===== src/hdl/erfra_pkg.sv =====
package erfra_pkg;

   localparam int X_W = 20;
   localparam int A_W = 20;
   localparam int H_W = 38;
   localparam int PROD_W = H_W + A_W;
   localparam int V_W = 51;
   localparam int SQ_LO_W = 32;
   localparam int SQ_HI_W = 10;
   localparam int N_W = 50;
   localparam int R_W = 17;
   localparam int Y_W = 18;
   localparam int REQ_DATA_W = 24;
   localparam int RSP_DATA_W = 24;
   localparam int HORNER_STEPS = 6;
   localparam int SQUARE_STEPS = 4;

   localparam logic [H_W-1:0] A1 =
      H_W'((64'd705230784 * 64'd4294967296 + 64'd5000000000) / 64'd10000000000);
   localparam logic [H_W-1:0] A2 =
      H_W'((64'd422820123 * 64'd4294967296 + 64'd5000000000) / 64'd10000000000);
   localparam logic [H_W-1:0] A3 =
      H_W'((64'd92705272 * 64'd4294967296 + 64'd5000000000) / 64'd10000000000);
   localparam logic [H_W-1:0] A4 =
      H_W'((64'd1520143 * 64'd4294967296 + 64'd5000000000) / 64'd10000000000);
   localparam logic [H_W-1:0] A5 =
      H_W'((64'd2765672 * 64'd4294967296 + 64'd5000000000) / 64'd10000000000);
   localparam logic [H_W-1:0] A6 =
      H_W'((64'd430638 * 64'd4294967296 + 64'd5000000000) / 64'd10000000000);
   localparam logic [H_W-1:0] ONE_Q32 = H_W'(64'd4294967296);
   localparam logic [PROD_W-1:0] ROUND16 = PROD_W'(64'd32768);
   localparam logic [V_W-1:0] SQ_LIMIT = V_W'(64'd1 << 41);
   localparam logic [N_W-1:0] ONE_Q48 = N_W'(64'd1 << 48);
   localparam logic [Y_W-1:0] ONE_Q16 = Y_W'(65536);

   typedef struct packed {
      logic valid;
      logic neg;
      logic last;
      logic flush;
   } ctl_type;

   function automatic logic [H_W-1:0] horner_coef(input int unsigned idx);
      logic [H_W-1:0] c;
      case (idx)
         0: c = A5;
         1: c = A4;
         2: c = A3;
         3: c = A2;
         4: c = A1;
         default: c = ONE_Q32;
      endcase
      return c;
   endfunction

endpackage


===== src/hdl/erfra_horner.sv =====
module erfra_horner (
   input  logic                          clock,
   input  logic                          reset,
   input  logic                          en,
   input  erfra_pkg::ctl_type            ctl_i,
   input  logic [erfra_pkg::A_W-1:0]     a_i,
   input  logic [erfra_pkg::H_W-1:0]     h_i,
   input  logic [erfra_pkg::H_W-1:0]     coef_i,
   output erfra_pkg::ctl_type            ctl_o,
   output logic [erfra_pkg::A_W-1:0]     a_o,
   output logic [erfra_pkg::H_W-1:0]     h_o
);

   erfra_pkg::ctl_type                ctl1_ff, ctl2_ff;
   logic [erfra_pkg::A_W-1:0]         a1_ff, a2_ff;
   logic [erfra_pkg::PROD_W-1:0]      prod_ff, prod_in, prod_rnd;
   logic [erfra_pkg::H_W-1:0]         h_ff, h_in;

   assign prod_in  = erfra_pkg::PROD_W'(h_i) * erfra_pkg::PROD_W'(a_i);
   assign prod_rnd = prod_ff + erfra_pkg::ROUND16;
   assign h_in     = erfra_pkg::H_W'(prod_rnd >> 16) + coef_i;

   always_ff @(posedge clock) begin
      if (reset) begin
         ctl1_ff <= '0;
         ctl2_ff <= '0;
      end else if (en) begin
         ctl1_ff <= ctl_i;
         ctl2_ff <= ctl1_ff;
      end
   end

   always_ff @(posedge clock) begin
      if (en) begin
         a1_ff   <= a_i;
         prod_ff <= prod_in;
         a2_ff   <= a1_ff;
         h_ff    <= h_in;
      end
   end

   assign ctl_o = ctl2_ff;
   assign a_o   = a2_ff;
   assign h_o   = h_ff;

endmodule


===== config.mk =====
export PLATFORM = sky130hd
export DESIGN_NAME = erfra_horner
export DESIGN_NICKNAME = d
export VERILOG_FILES = /design/src/hdl/erfra_pkg.sv /design/src/hdl/erfra_horner.sv
export SDC_FILE = /design/constraint.sdc
export NUM_CORES = 2
export LEC_CHECK = 0
export BUFFER_PORTS_ARGS = -buffer_cell sky130_fd_sc_hd__clkbuf_2
export CAP_MARGIN = 10
export CORE_MARGIN = 1.5
export CORE_UTILIZATION = 30
export CTS_CLUSTER_SIZE = 14
export DETAILED_ROUTE_END_ITERATION = 6
export GPL_TIMING_DRIVEN = 0
export PLACE_DENSITY = 0.46
export SLEW_MARGIN = 30
export SYNTH_ARGS = -nofsm -noshare
export SYNTH_HDL_FRONTEND = slang
export SYNTH_SLANG_ARGS = --single-unit
export TNS_END_PERCENT = 30

===== constraint.sdc =====
create_clock -name clock -period 9 [get_ports clock]
set_input_delay 1.35 -clock clock [delete_from_list [all_inputs] [get_ports clock]]
set_output_delay 1.35 -clock clock [all_outputs]
set_load 0.05 [all_outputs]

==> results.toml <==
[setup_path]
startpoint_type = "input pin"
critical-path-top-delay-family = "adder cells"
path_max_fanout = 12
r2r-start = "prod_ff[17]"
timing.critical_path.mode_cell = "fa_1"
cp-end-kind = "register"
timing.reg2reg.setup_slack_ns = 4.48
setup.worst_path.class = "in2reg"
regToRegEndpoint = "h_o[36]"
worstRegToRegCells = 19
worst_ep_arrival_time_ns = 8.85
worstPathBufferInverterCount = 6
required_ns = 9.22
path_cells = "clkbuf_2, clkbuf_2, nand2_1, fa_1, fa_1, fa_1, inv_1, fa_1, fa_1, fa_1, inv_1, fa_1, inv_1, ha_1, clkbuf_1, nand2_1, nor2_1, a31oi_4, o31ai_4, o21ai_2, a21oi_4, a21o_1, a21oi_1, xnor2_2"
crit_path_top_delay_cell = "fa_1"
worstSetupStartpoint = "a_i[7]"
timing.critical_path.slowest_cell_delay_ns = 0.60

[global_route]
globalRoute.totalOverflow = 0
grt_start_max_net_pins = 62
groute.usage.overall = 0.203
grt_antenna_before_repair = 2
grt_first_pass_wirelength_um = 147000
via_count_of_the_first_global_routing_pass = 22100

[cells_and_area]
areaGrowthSynthToFinish_pct = 10.1
final_layout_size_suffix_gt1_frac = 0.0776
filler_cell_count = 10200
fin_nets = 4156

[yosys]
postSynthCellCount = 3090
synth_compound_gate_area_share = 0.0529
yosysUniqueCellTypes = 66
synth_enable_flop_cells = 117
synth.area.mux_share = 0.00376
post_synth_xor_area_fraction = 0.0347
cell_types_occupying_the_most_area_after_synthesis = "fa_1, edfxtp_1, inv_1"
syn-mean-instance-area_um2 = 9.48
synth_top_family_by_area = "adder cells"
synth_largest_type_area_fraction = 0.437
yosysMostFrequentCell = "inv_1"
yosys.area_share.simple = 0.162
synthFlopType = "edfxtp_1"
arithmetic_cell_share_of_the_synthesized_area_counting_full_adders_half_adders_and_majority_gates = 0.513
synth_seq_cells = 125
synth.top_cells.by_count = "inv_1, fa_1, nand2_1"
mappedNetlistNets = 4011
synth.yosys.warnings = 0
yosysSeqAreaShare = 0.125
postSynth.asyncResetShare = 0
synth_area_mm2 = 0.0293
post-synth-top-area-cell = "fa_1"

[timing]
period_minus_slack_ns = 8.63
setup_viol = 0
report.final.slew_viol_count = 0
period_share = 0.959
fin_tns_setup_ns = 0
tightest_slew_ns = 1.10
achievable-frequency_ghz = 0.116
timing.final.hold_violations = 0
worst_slack_setup_final_ns = 0.368
skew_ns = 0.0151
max_slew_margin = 0.266

[routing]
dr_total_vias = 21100
totalWireLength_um = 99400
drt-vias-per-instance = 4.66
post-route-drc-count = 0
drt_iter0_markers = 1292
drt-wirelength-per-cell_um = 22.0
detail_route.first_pass.iterations = 5
drt.antenna.violating_nets = 0

[floorplan]
die-width_um = 316
num_io_pins = 165
core_area_mm2 = 0.0967
die_height_um = 316
initial_core_util = 0.303
die_area_mm2 = 0.0996
std_cell_rows = 114

[clocking]
cts.sinks = 125
cts_inserted_buffers = 17
worstSkewPairLatency_ns = 0.44
max-clock-path-buffers = 2
cts_root_buf = "clkbuf_16"
htreeDepth = 4
clkSlewWorstSetupHoldPaths_ns = 0.07
post_cts_hold_buffer_count = 0
clock_tree_from_tritoncts = "done"

[placed_design]
gpl.final_weighted_congestion = 0.905
place_ws_ns = -1.13
place.detailed.hpwl_um = 81400
port_buffers = 130

[min_path]
min_delay_path_depth = 0
worst_hold_path.endpoint = "a_o[15]"
min_path_type = "reg2reg"
hold_path_startpoint = "a1_ff[15]"

[status]
run_status = "finished, final reports clean"

[run]
timing.max_cap.violations = 0
==> registers in the layout, summed over array words and instances, names as in the netlist <==
name     count
prod_ff     39
ctl_o        4
h_o         38
ctl1_ff      4
a1_ff       20
a_o         20
==> routing by layer <==
layer / up-vias / global-route usage / share of wire
met2: 624 / 0.331 / 0.46
li1: 9499 / - / -
met4: 0 / 0.0508 / 0.022
met5: - / 0 / 0
met1: 10900 / 0.282 / 0.45
met3: 84 / 0.0298 / 0.061
==> cells by family after synthesis <==
family | Yosys count
compound gates | 223
xor+xnor | 116
fa+ha+maj | 818
buf+inv | 847
flops | 125
mux | 11
simple gates | 950
==> worst max-delay path by stage <==
stage / endpoint / slack [ns] / cells after the start
after floorplan: prod_ff[42] / 1.25 / 26
after global placement: prod_ff[53] / -1.34 / 23
after detailed placement: prod_ff[51] / -1.13 / 26
after CTS: prod_ff[53] / 0.0004 / 22
after global routing: prod_ff[51] / -0.004 / 23
final: prod_ff[51] / 0.37 / 24
==> placed cells by master, fill, tap and decap left out, types with 29 or more instances in the layout <==
cell	count
xnor2_1	75
nor2_1	38
a21oi_1	73
edfxtp_1	117
inv_1	682
a21o_1	45
and2_1	360
xor2_1	37
ha_1	179
clkbuf_1	102
nand3_1	29
fa_1	638
nand2_1	446
clkbuf_2	171
==> area by class of cell <==
class | count | area [um2] | area share
repair buffers | 133 | 702 | 0.0217
diodes | 3 | 7.51 | 0.000233
inverters | 682 | 2560 | 0.0793
clock buffers | 17 | 425 | 0.0132
plain buffers | 158 | 686 | 0.0212
well taps | 1276 | 1600 | 0.0495
multi-input cells | 2118 | 22500 | 0.697
flip-flops and latches | 125 | 3670 | 0.114
clock inverters | 15 | 143 | 0.00442
==> per-stage QoR <==
step	utilization	cell area [um2]	std cells	hold slack [ns]
4_1_cts	0.333	32200	4522	0.417
3_5_place_dp	0.327	31600	4497	0.405
2_1_floorplan	-	29300	3090	0.400
3_3_place_gp	0.326	31600	4496	0.400
6_report	0.334	32300	4527	0.415
5_1_grt	0.334	32300	4524	0.421
==> what timing repair did <==
item                       in CTS  in global routing
hold endpoints to repair        0                  0
buffers inserted                0                  2
cloned                          0                  0
pin swaps                       0                  2
resized for setup              33                 44
setup endpoints to repair       4                  4
Power is not shown: default switching activity piles up to over one toggle a cycle in this logic, so the estimate is an artifact.
