--- config.mk ---
export PLATFORM = sky130hd
export DESIGN_NAME = erfra_square
export DESIGN_NICKNAME = d
export VERILOG_FILES = /design/src/hdl/erfra_pkg.sv /design/src/hdl/erfra_square.sv
export SDC_FILE = /design/constraint.sdc
export NUM_CORES = 2
export LEC_CHECK = 0
export BUFFER_PORTS_ARGS = -buffer_cell sky130_fd_sc_hd__buf_2
export CAP_MARGIN = 20
export CORE_ASPECT_RATIO = 0.8
export CORE_MARGIN = 4
export CORE_UTILIZATION = 67
export DETAILED_ROUTE_END_ITERATION = 6
export GPL_ROUTABILITY_DRIVEN = 0
export PLACE_DENSITY = 0.85
export RECOVER_POWER = 50
export SYNTH_ARGS = -nofsm -noshare
export SYNTH_HDL_FRONTEND = slang
export SYNTH_SLANG_ARGS = --single-unit
--- constraint.sdc ---
create_clock -name clock -period 11 [get_ports clock]
set_input_delay 1.1 -clock clock [delete_from_list [all_inputs] [get_ports clock]]
set_output_delay 1.1 -clock clock [all_outputs]
set_load 0.02 [all_outputs]
--- src/hdl/erfra_pkg.sv ---
package erfra_pkg;

   localparam int X_W = 20;
   localparam int A_W = 20;
   localparam int H_W = 38;
   localparam int PROD_W = H_W + A_W;
   localparam int V_W = 51;
   localparam int SQ_LO_W = 32;
   localparam int SQ_HI_W = 10;
   localparam int N_W = 50;
   localparam int R_W = 17;
   localparam int Y_W = 18;
   localparam int REQ_DATA_W = 24;
   localparam int RSP_DATA_W = 24;
   localparam int HORNER_STEPS = 6;
   localparam int SQUARE_STEPS = 4;

   localparam logic [H_W-1:0] A1 =
      H_W'((64'd705230784 * 64'd4294967296 + 64'd5000000000) / 64'd10000000000);
   localparam logic [H_W-1:0] A2 =
      H_W'((64'd422820123 * 64'd4294967296 + 64'd5000000000) / 64'd10000000000);
   localparam logic [H_W-1:0] A3 =
      H_W'((64'd92705272 * 64'd4294967296 + 64'd5000000000) / 64'd10000000000);
   localparam logic [H_W-1:0] A4 =
      H_W'((64'd1520143 * 64'd4294967296 + 64'd5000000000) / 64'd10000000000);
   localparam logic [H_W-1:0] A5 =
      H_W'((64'd2765672 * 64'd4294967296 + 64'd5000000000) / 64'd10000000000);
   localparam logic [H_W-1:0] A6 =
      H_W'((64'd430638 * 64'd4294967296 + 64'd5000000000) / 64'd10000000000);
   localparam logic [H_W-1:0] ONE_Q32 = H_W'(64'd4294967296);
   localparam logic [PROD_W-1:0] ROUND16 = PROD_W'(64'd32768);
   localparam logic [V_W-1:0] SQ_LIMIT = V_W'(64'd1 << 41);
   localparam logic [N_W-1:0] ONE_Q48 = N_W'(64'd1 << 48);
   localparam logic [Y_W-1:0] ONE_Q16 = Y_W'(65536);

   typedef struct packed {
      logic valid;
      logic neg;
      logic last;
      logic flush;
   } ctl_type;

   function automatic logic [H_W-1:0] horner_coef(input int unsigned idx);
      logic [H_W-1:0] c;
      case (idx)
         0: c = A5;
         1: c = A4;
         2: c = A3;
         3: c = A2;
         4: c = A1;
         default: c = ONE_Q32;
      endcase
      return c;
   endfunction

endpackage

--- src/hdl/erfra_square.sv ---
module erfra_square (
   input  logic                          clock,
   input  logic                          reset,
   input  logic                          en,
   input  erfra_pkg::ctl_type            ctl_i,
   input  logic [erfra_pkg::V_W-1:0]     v_i,
   output erfra_pkg::ctl_type            ctl_o,
   output logic [erfra_pkg::V_W-1:0]     v_o
);

   localparam int HH_W = 2 * erfra_pkg::SQ_HI_W;
   localparam int HL_W = erfra_pkg::SQ_HI_W + erfra_pkg::SQ_LO_W;
   localparam int LL_W = 2 * erfra_pkg::SQ_LO_W;

   erfra_pkg::ctl_type                ctl1_ff, ctl2_ff, ctl1_in;
   logic [erfra_pkg::SQ_HI_W-1:0]     hi;
   logic [erfra_pkg::SQ_LO_W-1:0]     lo;
   logic [HH_W-1:0]                   hh_ff;
   logic [HL_W-1:0]                   hl_ff;
   logic [LL_W-1:0]                   ll_ff;
   logic [LL_W:0]                     ll_rnd;
   logic [erfra_pkg::V_W-1:0]         v_ff, v_in;

   assign hi = v_i[erfra_pkg::SQ_LO_W +: erfra_pkg::SQ_HI_W];
   assign lo = v_i[erfra_pkg::SQ_LO_W-1:0];

   always_comb begin
      ctl1_in = ctl_i;
      ctl1_in.flush = ctl_i.flush | (v_i > erfra_pkg::SQ_LIMIT);
   end

   assign ll_rnd = (LL_W+1)'(ll_ff) + ((LL_W+1)'(1) << (erfra_pkg::SQ_LO_W - 1));
   assign v_in   = (erfra_pkg::V_W'(hh_ff) << erfra_pkg::SQ_LO_W)
                 + (erfra_pkg::V_W'(hl_ff) << 1)
                 + erfra_pkg::V_W'(ll_rnd >> erfra_pkg::SQ_LO_W);

   always_ff @(posedge clock) begin
      if (reset) begin
         ctl1_ff <= '0;
         ctl2_ff <= '0;
      end else if (en) begin
         ctl1_ff <= ctl1_in;
         ctl2_ff <= ctl1_ff;
      end
   end

   always_ff @(posedge clock) begin
      if (en) begin
         hh_ff <= HH_W'(hi) * HH_W'(hi);
         hl_ff <= HL_W'(hi) * HL_W'(lo);
         ll_ff <= LL_W'(lo) * LL_W'(lo);
         v_ff  <= v_in;
      end
   end

   assign ctl_o = ctl2_ff;
   assign v_o   = v_ff;

endmodule

==> reports/results.ini <==
[floorplan]
die_area_sq_um=77700
die_w_um=311
rows=88
boundaryPins=113
initial_core_util=0.679
core-area_sq_um=72300
dieHeight_um=250

[logic_synthesis]
synth_nets=6791
ys_async_sr_fraction=0
syn_area_per_cell_sq_um=9.53
synth-main-ff-cell=edfxtp_1
synth-seq-cells=152
yosys_warnings=0
yosysUniqueCellTypes=76
yosysSeqAreaShare=0.0913
synth_edf_count=144
syn_inst=5154
synthesis.area_sq_um=49100

[cells_and_area]
layout_commonest_cell=inv_1
fill_cells=5104
final_util=0.703
final_cell_mix=inv_1, fa_1, nand2_1, ha_1, and2_1
num-nets-final=6749
drive_above_1_share=0.0328
syn2layout_area_growth_pct=3.59
final_cell_area_sq_um=50900

[sta]
clock_skew_ns=0.0123
maxSlewHeadroom=-2.79
post-route-min-period_ns=9.13
tightest_slew_ns=5.69
min_period_over_period=0.830
achievable-frequency_ghz=0.110
hold_violations=0
setup-violations-final=0
fin_setup_tns_ns=0
rsz0062_at_grt=no
setup_ws_ns=1.87
drv_slew=204

[global_route]
grt_max_degree=104
grt_usage=0.338
grtUsageMet2=0.543
grt_pass1_wl_mm=207
grt-busiest-layer=met2
gr-total-overflow=0
use_met3=0.0987
met1_usage=0.442
antenna_found_initial=5
grt_pass1_vias=39400

[drt]
dr.pass1.iters=7
vias_per_cell=5.94
drtIter0Drc=3235
drc=0
final_antenna_net_count=0
drt_wl_total_mm=128
num_vias=36100
wire_per_inst_um=21.1

[setup_path]
worstPathMaxFanout=15
crit_arrival_ns=9.32
start_kind=primary input
cp.required_ns=11.19
criticalPathCategory=in -> reg
crit_path_end_kind=flop

[clock_tree]
numCtsBuffers=17
cts_buffer_depth=2
cts_hold_buf=0
clock_sink_count=152
htree_levels=4
cts_tree=yes
cts_root_buf=clkbuf_16
postCtsResizedCells=0
post_cts_buffers=0
clkSlewWorstSetupHoldPaths_ns=0.07
clkLatencyLatePin_ns=0.45

[status]
outcome=finished with violations
violations=capacitance limit, slew limit

[placement]
place_hpwl_mm=102
numPortBuffers=112
place_area_sq_um=50400
pre_cts_ws_ns=1.58

[hold_path]
hold_class=reg -> reg

[flow_run]
drv_cap=3

==> synthesized netlist by cell type, drive strengths merged, types with 7 or more instances <==
master | count | area, sq um
a21oi | 147 | 747
nand2b | 16 | 100
nor2 | 150 | 563
a31o | 12 | 105
a31oi | 24 | 165
nor3 | 19 | 95.1
a211oi | 14 | 120
nor4 | 14 | 87.6
fa | 1078 | 21600
mux2i | 10 | 100
edfxtp | 144 | 4320
xor2 | 70 | 613
xnor2 | 138 | 1210
nand4 | 36 | 225
dfxtp | 8 | 160
o21a | 15 | 113
clkbuf | 211 | 792
inv | 1247 | 4680
nor2b | 26 | 163
o21bai | 30 | 225
nand3 | 37 | 185
o21ai | 73 | 369
ha | 501 | 6270
and2 | 364 | 2280
and3 | 38 | 238
or2 | 9 | 56.3
a21o | 96 | 723
o211ai | 11 | 92.6
a211o | 7 | 61.3
nand2 | 528 | 1980
==> sequential cells by signal, summed over array words and instances (netlist names) <==
signal / cells
ctl1_ff: 4
ctl_o: 4
hh_ff: 18
hl_ff: 42
ll_ff: 33
v_o: 51
==> final timing paths <==
kind,cells after the start,slack [ns],start,end
setup / recovery,23,1.87,v_i[6],ll_ff[56]
hold / removal,2,0.50,ctl1_ff[2],ctl_o[2]
setup reg to reg,19,5.88,ll_ff[33],v_o[49]
hold reg to reg,2,0.50,ctl1_ff[2],ctl_o[2]
==> cells by family (layout without fill, tap and decap cells) <==
group / count (synthesis) / in the layout / synth area share
XOR/XNOR: 208 / 208 / 0.0371
buffers and inverters: 1468 / 1439 / 0.112
AND/OR/NAND/NOR: 1251 / 1251 / 0.124
adder cells (fa/ha/maj): 1579 / 1579 / 0.567
multiplexers: 12 / 12 / 0.00250
other: 0 / 4 / 0
flip-flops: 152 / 152 / 0.0913
AO/OA/AOI/OAI: 484 / 484 / 0.0659
==> metal layers <==
| layer | vias up | share of wire |
|---|---|---|
| li1 | 15500 | - |
| met1 | 18000 | 0.37 |
| met2 | 2113 | 0.46 |
| met3 | 392 | 0.13 |
| met4 | 4 | 0.043 |
| met5 | - | 0.00020 |
==> through the flow <==
step                instances  hold slack, ns
detailed placement       6038           0.482
floorplan                5154           0.460
CTS                      6070           0.498
global placement         6037           0.469
finish                   6074           0.498
global route             6072           0.536
==> cell type report <==
class | count | area (sq um) | area share
sequential | 152 | 4480 | 0.0881
clock inverter | 14 | 128 | 0.00251
clock buffer | 18 | 450 | 0.00885
inverter | 1251 | 4700 | 0.0923
timing repair buffer | 156 | 810 | 0.0159
multi-input combinational | 3534 | 39100 | 0.769
antenna | 4 | 10.0 | 0.000197
tap | 945 | 1180 | 0.0232
==> worst max-delay path: stages <==
cell and delay (ns):
buf_2 0.42, clkinv_1 0.63, nor2_1 0.38, fa_1 0.53, fa_1 0.51, fa_1 0.52
inv_1 0.05, fa_1 0.47, inv_1 0.05, fa_1 0.48, fa_1 0.57, fa_1 0.43
fa_1 0.45, ha_1 0.32, a21oi_1 0.20, o21ai_0 0.13, nor3_1 0.29, a2111oi_0 0.17
nor3_1 0.79, nand3_1 0.20, a31oi_1 0.36, o21bai_1 0.12, xor2_1 0.15
Power is left out: the tool's default activity adds up to more than one toggle a clock period on the data nets, which glitch-free logic cannot reach.
