==> src/hdl/erfra_pkg.sv <==
package erfra_pkg;

   localparam int X_W = 20;
   localparam int A_W = 20;
   localparam int H_W = 38;
   localparam int PROD_W = H_W + A_W;
   localparam int V_W = 51;
   localparam int SQ_LO_W = 32;
   localparam int SQ_HI_W = 10;
   localparam int N_W = 50;
   localparam int R_W = 17;
   localparam int Y_W = 18;
   localparam int REQ_DATA_W = 24;
   localparam int RSP_DATA_W = 24;
   localparam int HORNER_STEPS = 6;
   localparam int SQUARE_STEPS = 4;

   localparam logic [H_W-1:0] A1 =
      H_W'((64'd705230784 * 64'd4294967296 + 64'd5000000000) / 64'd10000000000);
   localparam logic [H_W-1:0] A2 =
      H_W'((64'd422820123 * 64'd4294967296 + 64'd5000000000) / 64'd10000000000);
   localparam logic [H_W-1:0] A3 =
      H_W'((64'd92705272 * 64'd4294967296 + 64'd5000000000) / 64'd10000000000);
   localparam logic [H_W-1:0] A4 =
      H_W'((64'd1520143 * 64'd4294967296 + 64'd5000000000) / 64'd10000000000);
   localparam logic [H_W-1:0] A5 =
      H_W'((64'd2765672 * 64'd4294967296 + 64'd5000000000) / 64'd10000000000);
   localparam logic [H_W-1:0] A6 =
      H_W'((64'd430638 * 64'd4294967296 + 64'd5000000000) / 64'd10000000000);
   localparam logic [H_W-1:0] ONE_Q32 = H_W'(64'd4294967296);
   localparam logic [PROD_W-1:0] ROUND16 = PROD_W'(64'd32768);
   localparam logic [V_W-1:0] SQ_LIMIT = V_W'(64'd1 << 41);
   localparam logic [N_W-1:0] ONE_Q48 = N_W'(64'd1 << 48);
   localparam logic [Y_W-1:0] ONE_Q16 = Y_W'(65536);

   typedef struct packed {
      logic valid;
      logic neg;
      logic last;
      logic flush;
   } ctl_type;

   function automatic logic [H_W-1:0] horner_coef(input int unsigned idx);
      logic [H_W-1:0] c;
      case (idx)
         0: c = A5;
         1: c = A4;
         2: c = A3;
         3: c = A2;
         4: c = A1;
         default: c = ONE_Q32;
      endcase
      return c;
   endfunction

endpackage

==> src/hdl/erfra_div.sv <==
module erfra_div (
   input  logic                          clock,
   input  logic                          reset,
   input  logic                          en,
   input  erfra_pkg::ctl_type            ctl_i,
   input  logic [erfra_pkg::V_W-1:0]     q_i,
   input  logic [erfra_pkg::V_W-1:0]     rem_i,
   input  logic [erfra_pkg::R_W-1:0]     low_i,
   input  logic [erfra_pkg::R_W-1:0]     quo_i,
   output erfra_pkg::ctl_type            ctl_o,
   output logic [erfra_pkg::V_W-1:0]     q_o,
   output logic [erfra_pkg::V_W-1:0]     rem_o,
   output logic [erfra_pkg::R_W-1:0]     low_o,
   output logic [erfra_pkg::R_W-1:0]     quo_o
);

   erfra_pkg::ctl_type                ctl_ff;
   logic [erfra_pkg::V_W:0]           trial, diff;
   logic                              ge;
   logic [erfra_pkg::V_W-1:0]         q_ff, rem_ff, rem_in;
   logic [erfra_pkg::R_W-1:0]         low_ff, quo_ff;

   assign trial  = {rem_i, low_i[erfra_pkg::R_W-1]};
   assign diff   = trial - {1'b0, q_i};
   assign ge     = trial >= {1'b0, q_i};
   assign rem_in = ge ? diff[erfra_pkg::V_W-1:0] : trial[erfra_pkg::V_W-1:0];

   always_ff @(posedge clock) begin
      if (reset) begin
         ctl_ff <= '0;
      end else if (en) begin
         ctl_ff <= ctl_i;
      end
   end

   always_ff @(posedge clock) begin
      if (en) begin
         q_ff   <= q_i;
         rem_ff <= rem_in;
         low_ff <= low_i << 1;
         quo_ff <= {quo_i[erfra_pkg::R_W-2:0], ge};
      end
   end

   assign ctl_o = ctl_ff;
   assign q_o   = q_ff;
   assign rem_o = rem_ff;
   assign low_o = low_ff;
   assign quo_o = quo_ff;

endmodule

==> config.mk <==
export PLATFORM = sky130hd
export DESIGN_NAME = erfra_div
export DESIGN_NICKNAME = d
export VERILOG_FILES = /design/src/hdl/erfra_pkg.sv /design/src/hdl/erfra_div.sv
export SDC_FILE = /design/constraint.sdc
export NUM_CORES = 1
export LEC_CHECK = 0
export BUFFER_PORTS_ARGS = -buffer_cell sky130_fd_sc_hd__buf_2
export CAP_MARGIN = 20
export CORE_MARGIN = 4
export CORE_UTILIZATION = 45
export DETAILED_ROUTE_END_ITERATION = 10
export HOLD_SLACK_MARGIN = 0.08
export PLACE_DENSITY = 0.73
export SLEW_MARGIN = 20
export SYNTH_ARGS = -nofsm -noshare
export SYNTH_HDL_FRONTEND = slang
export SYNTH_SLANG_ARGS = --single-unit
==> constraint.sdc <==
create_clock -name clock -period 5.75 [get_ports clock]
set_clock_uncertainty 0.15 [all_clocks]
set_input_delay 1.15 -clock clock [delete_from_list [all_inputs] [get_ports clock]]
set_output_delay 1.15 -clock clock [all_outputs]
set_load 0.005 [all_outputs]
==> impl_metrics.csv, run 1 <==
group,metric,value,unit
die,start_util,0.461,
place,dp.cells,1253,
critical_path,end_kind,"flop",
global_route,track_usage,0.212,
clock_tree,cts_resized,0,
clock_tree,h-tree-depth,4,
sta,fin_hold_ws,0.345,ns
min_path,whs_path_depth,2,
sta,maxSlewHeadroom,0.347,
routing,drt_iter0_markers,436,
die,std_cell_rows,48,
routing,drc,0,
pwr,leakage,4.55,nW
min_path,hp-start,"ctl_o[0]$_SDFFE_PP0P_",
pwr,ir_drop,199,uV
critical_path,r2r_slack,4.99,ns
sta,rsz0062_at_grt,"no",
sta,post-route-period-util,0.767,
clock_tree,cts-hold-fix-buffers,0,
min_path,holdCritPathClass,"reg2reg",
global_route,grt_pass1_wl,33.9,mm
finish,multiInputGateArea,3510,sq um
logic_synthesis,avgSynthCellArea,10.4,sq um
die,die_h,142,um
critical_path,reg2reg_depth,2,
finish,stdcell_count,1286,
routing,dr.pass1.iters,5,
global_route,overflow,0,
logic_synthesis,synth_top_cell_area_share,0.504,
pwr,powerDensity,297,nW/um^2
sta,setup_tns,0,ns
clock_tree,cts_tree,"yes",
place,portBuffers,280,
routing,wl,21.9,mm
global_route,grt_pass1_vias,6722,
place,routabilityCongestion,0.879,
logic_synthesis,netlist_top_cells_count,"edfxtp_1, a21oi_1, nor2_1",
critical_path,path_max_fanout,37,
clock_tree,cts_root_buf,"clkbuf_16",
clock_tree,clockBufferDepth,2,
die,placeableCoreArea,17400,sq um
finish,drive_gt1_frac,0.322,
logic_synthesis,synth_ff_type,"edfxtp_1",
sta,fmax,0.227,GHz
logic_synthesis,ys_ff_latch,139,
clock_tree,clk_pin_slew,0.06,ns
logic_synthesis,syn-num-nets,965,
min_path,holdPathEnd,"ctl_o[0]$_SDFFE_PP0P_",
logic_synthesis,synth_area_leaders,"edfxtp_1, ha_1, a21oi_1",
finish,synthToLayoutAreaGrowth,27.0,%
critical_path,crit_type,"in2reg",
die,die-area,20100,sq um
finish,fill_cells,1501,
clock_tree,cts_setup_buffers,0,
logic_synthesis,synth_area,8040,sq um
clock_tree,numCtsBuffers,17,
sta,slew_viol_final,0,
routing,vias,6935,
logic_synthesis,synth_largest_area_cell,"edfxtp_1",
sta,tightest_slew,0.979,ns
sta,period_needed,4.41,ns
logic_synthesis,synth_enable_flop_cells,135,
critical_path,r2r-end,"ctl_o[2]$_SDFFE_PP0P_",
finish,seq_area,4130,sq um
logic_synthesis,ys_seq_area_frac,0.514,
die,fp.dieW,142,um
critical_path,required,5.76,ns
critical_path,r2r-start,"ctl_o[2]$_SDFFE_PP0P_",
sta,setup_viol,0,
die,pin_count,283,
logic_synthesis,synthArstFlopShare,0,
clock_tree,clock_latency,0.41,ns
finish,fin_nets,1242,
place,dp_hpwl,17.0,mm
logic_synthesis,synth.distinct_cells,60,
routing,wl_per_cell,17.0,um
logic_synthesis,synthCells,770,
job,max_cap_viol_count,0,
logic_synthesis,synth_most_common_cell,"edfxtp_1",
critical_path,startpoint_type,"input pin",
sta,final_hold_viol_count,0,
critical_path,cp_data_arrival_time,4.42,ns
logic_synthesis,yosysWarningCount,0,
clock_tree,cts_sinks,139,
global_route,grt_max_degree,106,
routing,ant_nets,0,
run_status,outcome,"finished clean",
routing,viasPerCell,5.39,
global_route,antenna_found_initial,0,
-- sequential cells by signal (all words and copies together), names as in the netlist --
name / count
quo_o: 17
ctl_o: 4
q_o: 51
rem_o: 51
low_o: 16
-- metrics by stage --
| stage | cell area (sq um) | setup WS (ns) | utilization | total power (W) |
|---|---|---|---|---|
| floorplan | 8040 | 1.79 | - | 0.00169 |
| detailed placement | 9630 | 0.930 | 0.553 | 0.00197 |
| CTS | 10200 | 1.38 | 0.586 | 0.00306 |
| finish | 10200 | 1.34 | 0.586 | 0.00303 |
| global route | 10200 | 1.22 | 0.586 | 0.00319 |
| global placement | 9630 | 0.993 | 0.553 | 0.00195 |
-- critical path: stages --
cell      delay, ns
buf_2          0.11
ha_1           0.23
fa_1           0.40
nand2b_1       0.20
a211oi_2       0.34
o21ai_0        0.21
o21bai_1       0.38
a211oi_1       0.18
and4_1         0.26
o21ai_4        0.15
buf_4          0.41
mux2_2         0.40
-- layout by cell type, fill, tap and decap left out, types with 8 or more instances in the layout --
master and instances:
a21o_1 10, a21oi_1 94, a31oi_1 9, buf_2 279, clkbuf_16 17, edfxtp_1 135, ha_1 51, inv_1 69
mux2_2 11, nand2_1 48, nand2b_1 9, nand3_1 20, nand4_1 18, nor2_1 86, nor3_1 8, o21ai_0 36
o21bai_1 8, xnor2_1 32, xor2_1 13
-- worst max-delay path by stage --
stage	from	endpoint	cells past startpoint
2_1_floorplan	low_i[16]	rem_o[43]$_DFFE_PP_	14
3_5_place_dp	q_i[0]	rem_o[14]$_DFFE_PP_	12
5_1_grt	low_i[16]	rem_o[18]$_DFFE_PP_	13
6_report	q_i[0]	rem_o[42]$_DFFE_PP_	12
4_1_cts	q_i[0]	rem_o[14]$_DFFE_PP_	12
3_3_place_gp	q_i[0]	rem_o[3]$_DFFE_PP_	12
-- power by group --
part | switching [W] | total [W] | internal, W
Sequential | 0.0000257 | 0.00127 | 0.00125
Clock | 0.000470 | 0.00108 | 0.000611
Combinational | 0.000386 | 0.000679 | 0.000293
Total | 0.000882 | 0.00303 | 0.00215
-- kinds of logic (layout without fill, tap and decap cells) --
group           Yosys count  in the layout  synth area share
compound gates          205            205             0.155
xor+xnor                 45             45            0.0490
fa+ha+maj                52             52            0.0819
buf+inv                  96            386            0.0503
flops                   139            139             0.514
mux                      16             16            0.0216
other cells               1              2          0.000467
simple gates            216            216             0.127
-- layer usage --
metal | global-route usage | routed length (um) | vias up
li1 | - | - | 3365
met3 | 0.0529 | 1860 | 38
met5 | 0 | 0 | -
met2 | 0.363 | 10600 | 317
met4 | 0.0591 | 473 | 0
met1 | 0.267 | 8960 | 3215
-- final cells by class --
class | count | area share
inverter | 70 | 0.0257
timing repair buffer | 284 | 0.141
tap | 225 | 0.0276
sequential | 139 | 0.405
antenna | 1 | 0.000245
clock inverter | 15 | 0.0148
clock buffer | 17 | 0.0417
multi-input combinational | 535 | 0.344
Power figures use the tool's default switching activity.
==> run 2, diff against run 1 <==
Clock period 5.75 ns to 4.12 ns, I/O delays scaled along.
==> run 2 against run 1 <==
Net effect:
- utilization increased by 1.1 points
- critical endpoint unchanged
- critical path type unchanged
- final cell count rose by 1.5%
- global-route usage shrank 0.15 points
- combinational power rose by 43%
- critical path depth is the same
- design area up 1.9%
- worst hold slack worse by 0.00054 ns
- sequential cell count stayed put
- sequential power is 39% higher
==> impl_metrics.csv, run 2 (same netlist as run 1, synthesis figures left out) <==
group,metric,value,unit
critical_path,r2r-end,"ctl_o[3]$_SDFFE_PP0P_",
routing,drc,0,
critical_path,end_kind,"flop",
sta,fmax,0.275,GHz
pwr,ir_drop,293,uV
global_route,track_usage,0.210,
clock_tree,cts_resized,0,
clock_tree,h-tree-depth,4,
sta,slew_viol_final,0,
min_path,whs_path_depth,2,
clock_tree,cts-hold-fix-buffers,0,
critical_path,cp_data_arrival_time,3.66,ns
min_path,holdPathEnd,"ctl_o[1]$_SDFFE_PP0P_",
routing,drt_iter0_markers,387,
global_route,grt_pass1_vias,6480,
critical_path,r2r-start,"ctl_o[3]$_SDFFE_PP0P_",
global_route,grt_max_degree,66,
die,die_h,142,um
clock_tree,cts_sinks,139,
clock_tree,numCtsBuffers,17,
routing,ant_nets,0,
die,start_util,0.461,
clock_tree,cts_setup_buffers,0,
die,fp.dieW,142,um
routing,viasPerCell,5.22,
sta,maxSlewHeadroom,0.570,
critical_path,r2r_slack,3.38,ns
place,dp.cells,1272,
routing,wl_per_cell,16.5,um
place,dpl_worst_slack,0.0835,ns
pwr,powerDensity,414,nW/um^2
pwr,leakage,4.66,nW
critical_path,path_max_fanout,30,
place,routabilityCongestion,0.900,
sta,final_hold_viol_count,0,
finish,fill_cells,1499,
sta,setup_viol,0,
sta,tightest_slew,0.645,ns
run_status,outcome,"finished clean",
sta,post-route-worst-setup-slack,0.482,ns
routing,vias,6816,
routing,wl,21.6,mm
clock_tree,clk_pin_slew,0.06,ns
sta,post-route-period-util,0.883,
clock_tree,clockBufferDepth,2,
finish,mostFrequentLayoutCell,"buf_2",
finish,synthToLayoutAreaGrowth,29.4,%
finish,fin_nets,1261,
global_route,antenna_found_initial,0,
die,placeableCoreArea,17400,sq um
min_path,hp-start,"ctl_o[1]$_SDFFE_PP0P_",
clock_tree,cts_root_buf,"clkbuf_16",
sta,period_needed,3.64,ns
routing,dr.pass1.iters,6,
sta,setup_tns,0,ns
die,pin_count,283,
finish,stdcell_count,1305,
place,portBuffers,280,
critical_path,crit_type,"in2reg",
critical_path,required,4.14,ns
die,die-area,20100,sq um
clock_tree,cts_tree,"yes",
die,std_cell_rows,48,
critical_path,reg2reg_depth,2,
min_path,holdCritPathClass,"reg2reg",
job,max_cap_viol_count,0,
critical_path,startpoint_type,"input pin",
sta,fin_hold_ws,0.344,ns
finish,final_cell_mix,"buf_2, edfxtp_1, a21oi_1, nor2_1, inv_1",
global_route,grt_pass1_wl,33.4,mm
clock_tree,clock_latency,0.42,ns
global_route,overflow,0,
finish,drive_gt1_frac,0.333,
sta,rsz0062_at_grt,"no",
place,dp_hpwl,17.0,mm
-- run 2: final cells by class --
| cell class | count | area (sq um) | area share |
|---|---|---|---|
| Sequential cell | 139 | 4130 | 0.398 |
| Clock inverter | 14 | 160 | 0.0154 |
| Clock buffer | 18 | 429 | 0.0413 |
| Antenna cell | 1 | 2.50 | 0.000241 |
| Inverter | 70 | 263 | 0.0253 |
| Timing Repair Buffer | 303 | 1620 | 0.156 |
| Tap cell | 225 | 282 | 0.0271 |
| Multi-Input combinational cell | 535 | 3510 | 0.338 |
-- run 2: per-layer routing --
layer	share of wire	GRT usage
met3	0.085	0.0506
met5	0	0
met1	0.42	0.271
met2	0.47	0.348
met4	0.023	0.0747
-- run 2: through the flow --
stage / utilization / cell area (sq um) / power (W)
floorplan: - / 8040 / 0.00236
CTS: 0.597 / 10400 / 0.00433
global placement: 0.563 / 9810 / 0.00276
finish: 0.597 / 10400 / 0.00430
detailed placement: 0.563 / 9810 / 0.00277
global route: 0.597 / 10400 / 0.00451
-- run 2: worst max-delay path, cell delays in order --
cell,delay [ns]
buf_2,0.09
inv_1,0.04
ha_1,0.40
and4_4,0.28
nor3b_4,0.24
nand3b_2,0.18
nor4_1,0.38
nand3_1,0.15
and4_1,0.26
o21ai_4,0.22
buf_12,0.22
mux2_2,0.35
-- run 2: where the power goes --
group	internal [W]	switching (W)	total, W
Combinational	0.000434	0.000538	0.000972
Sequential	0.00174	0.0000333	0.00177
Clock	0.000906	0.000650	0.00156
-- run 2: worst max path at each step --
stage | to | slack [ns] | start | depth (start not counted)
after floorplan | rem_o[43]$_DFFE_PP_ | 0.49 | low_i[16] | 14
after global placement | rem_o[43]$_DFFE_PP_ | 0.08 | q_i[33] | 12
after detailed placement | rem_o[43]$_DFFE_PP_ | 0.08 | q_i[33] | 12
after CTS | rem_o[42]$_DFFE_PP_ | 0.43 | q_i[33] | 12
after global routing | rem_o[19]$_DFFE_PP_ | 0.35 | q_i[33] | 14
final | rem_o[42]$_DFFE_PP_ | 0.48 | q_i[33] | 12
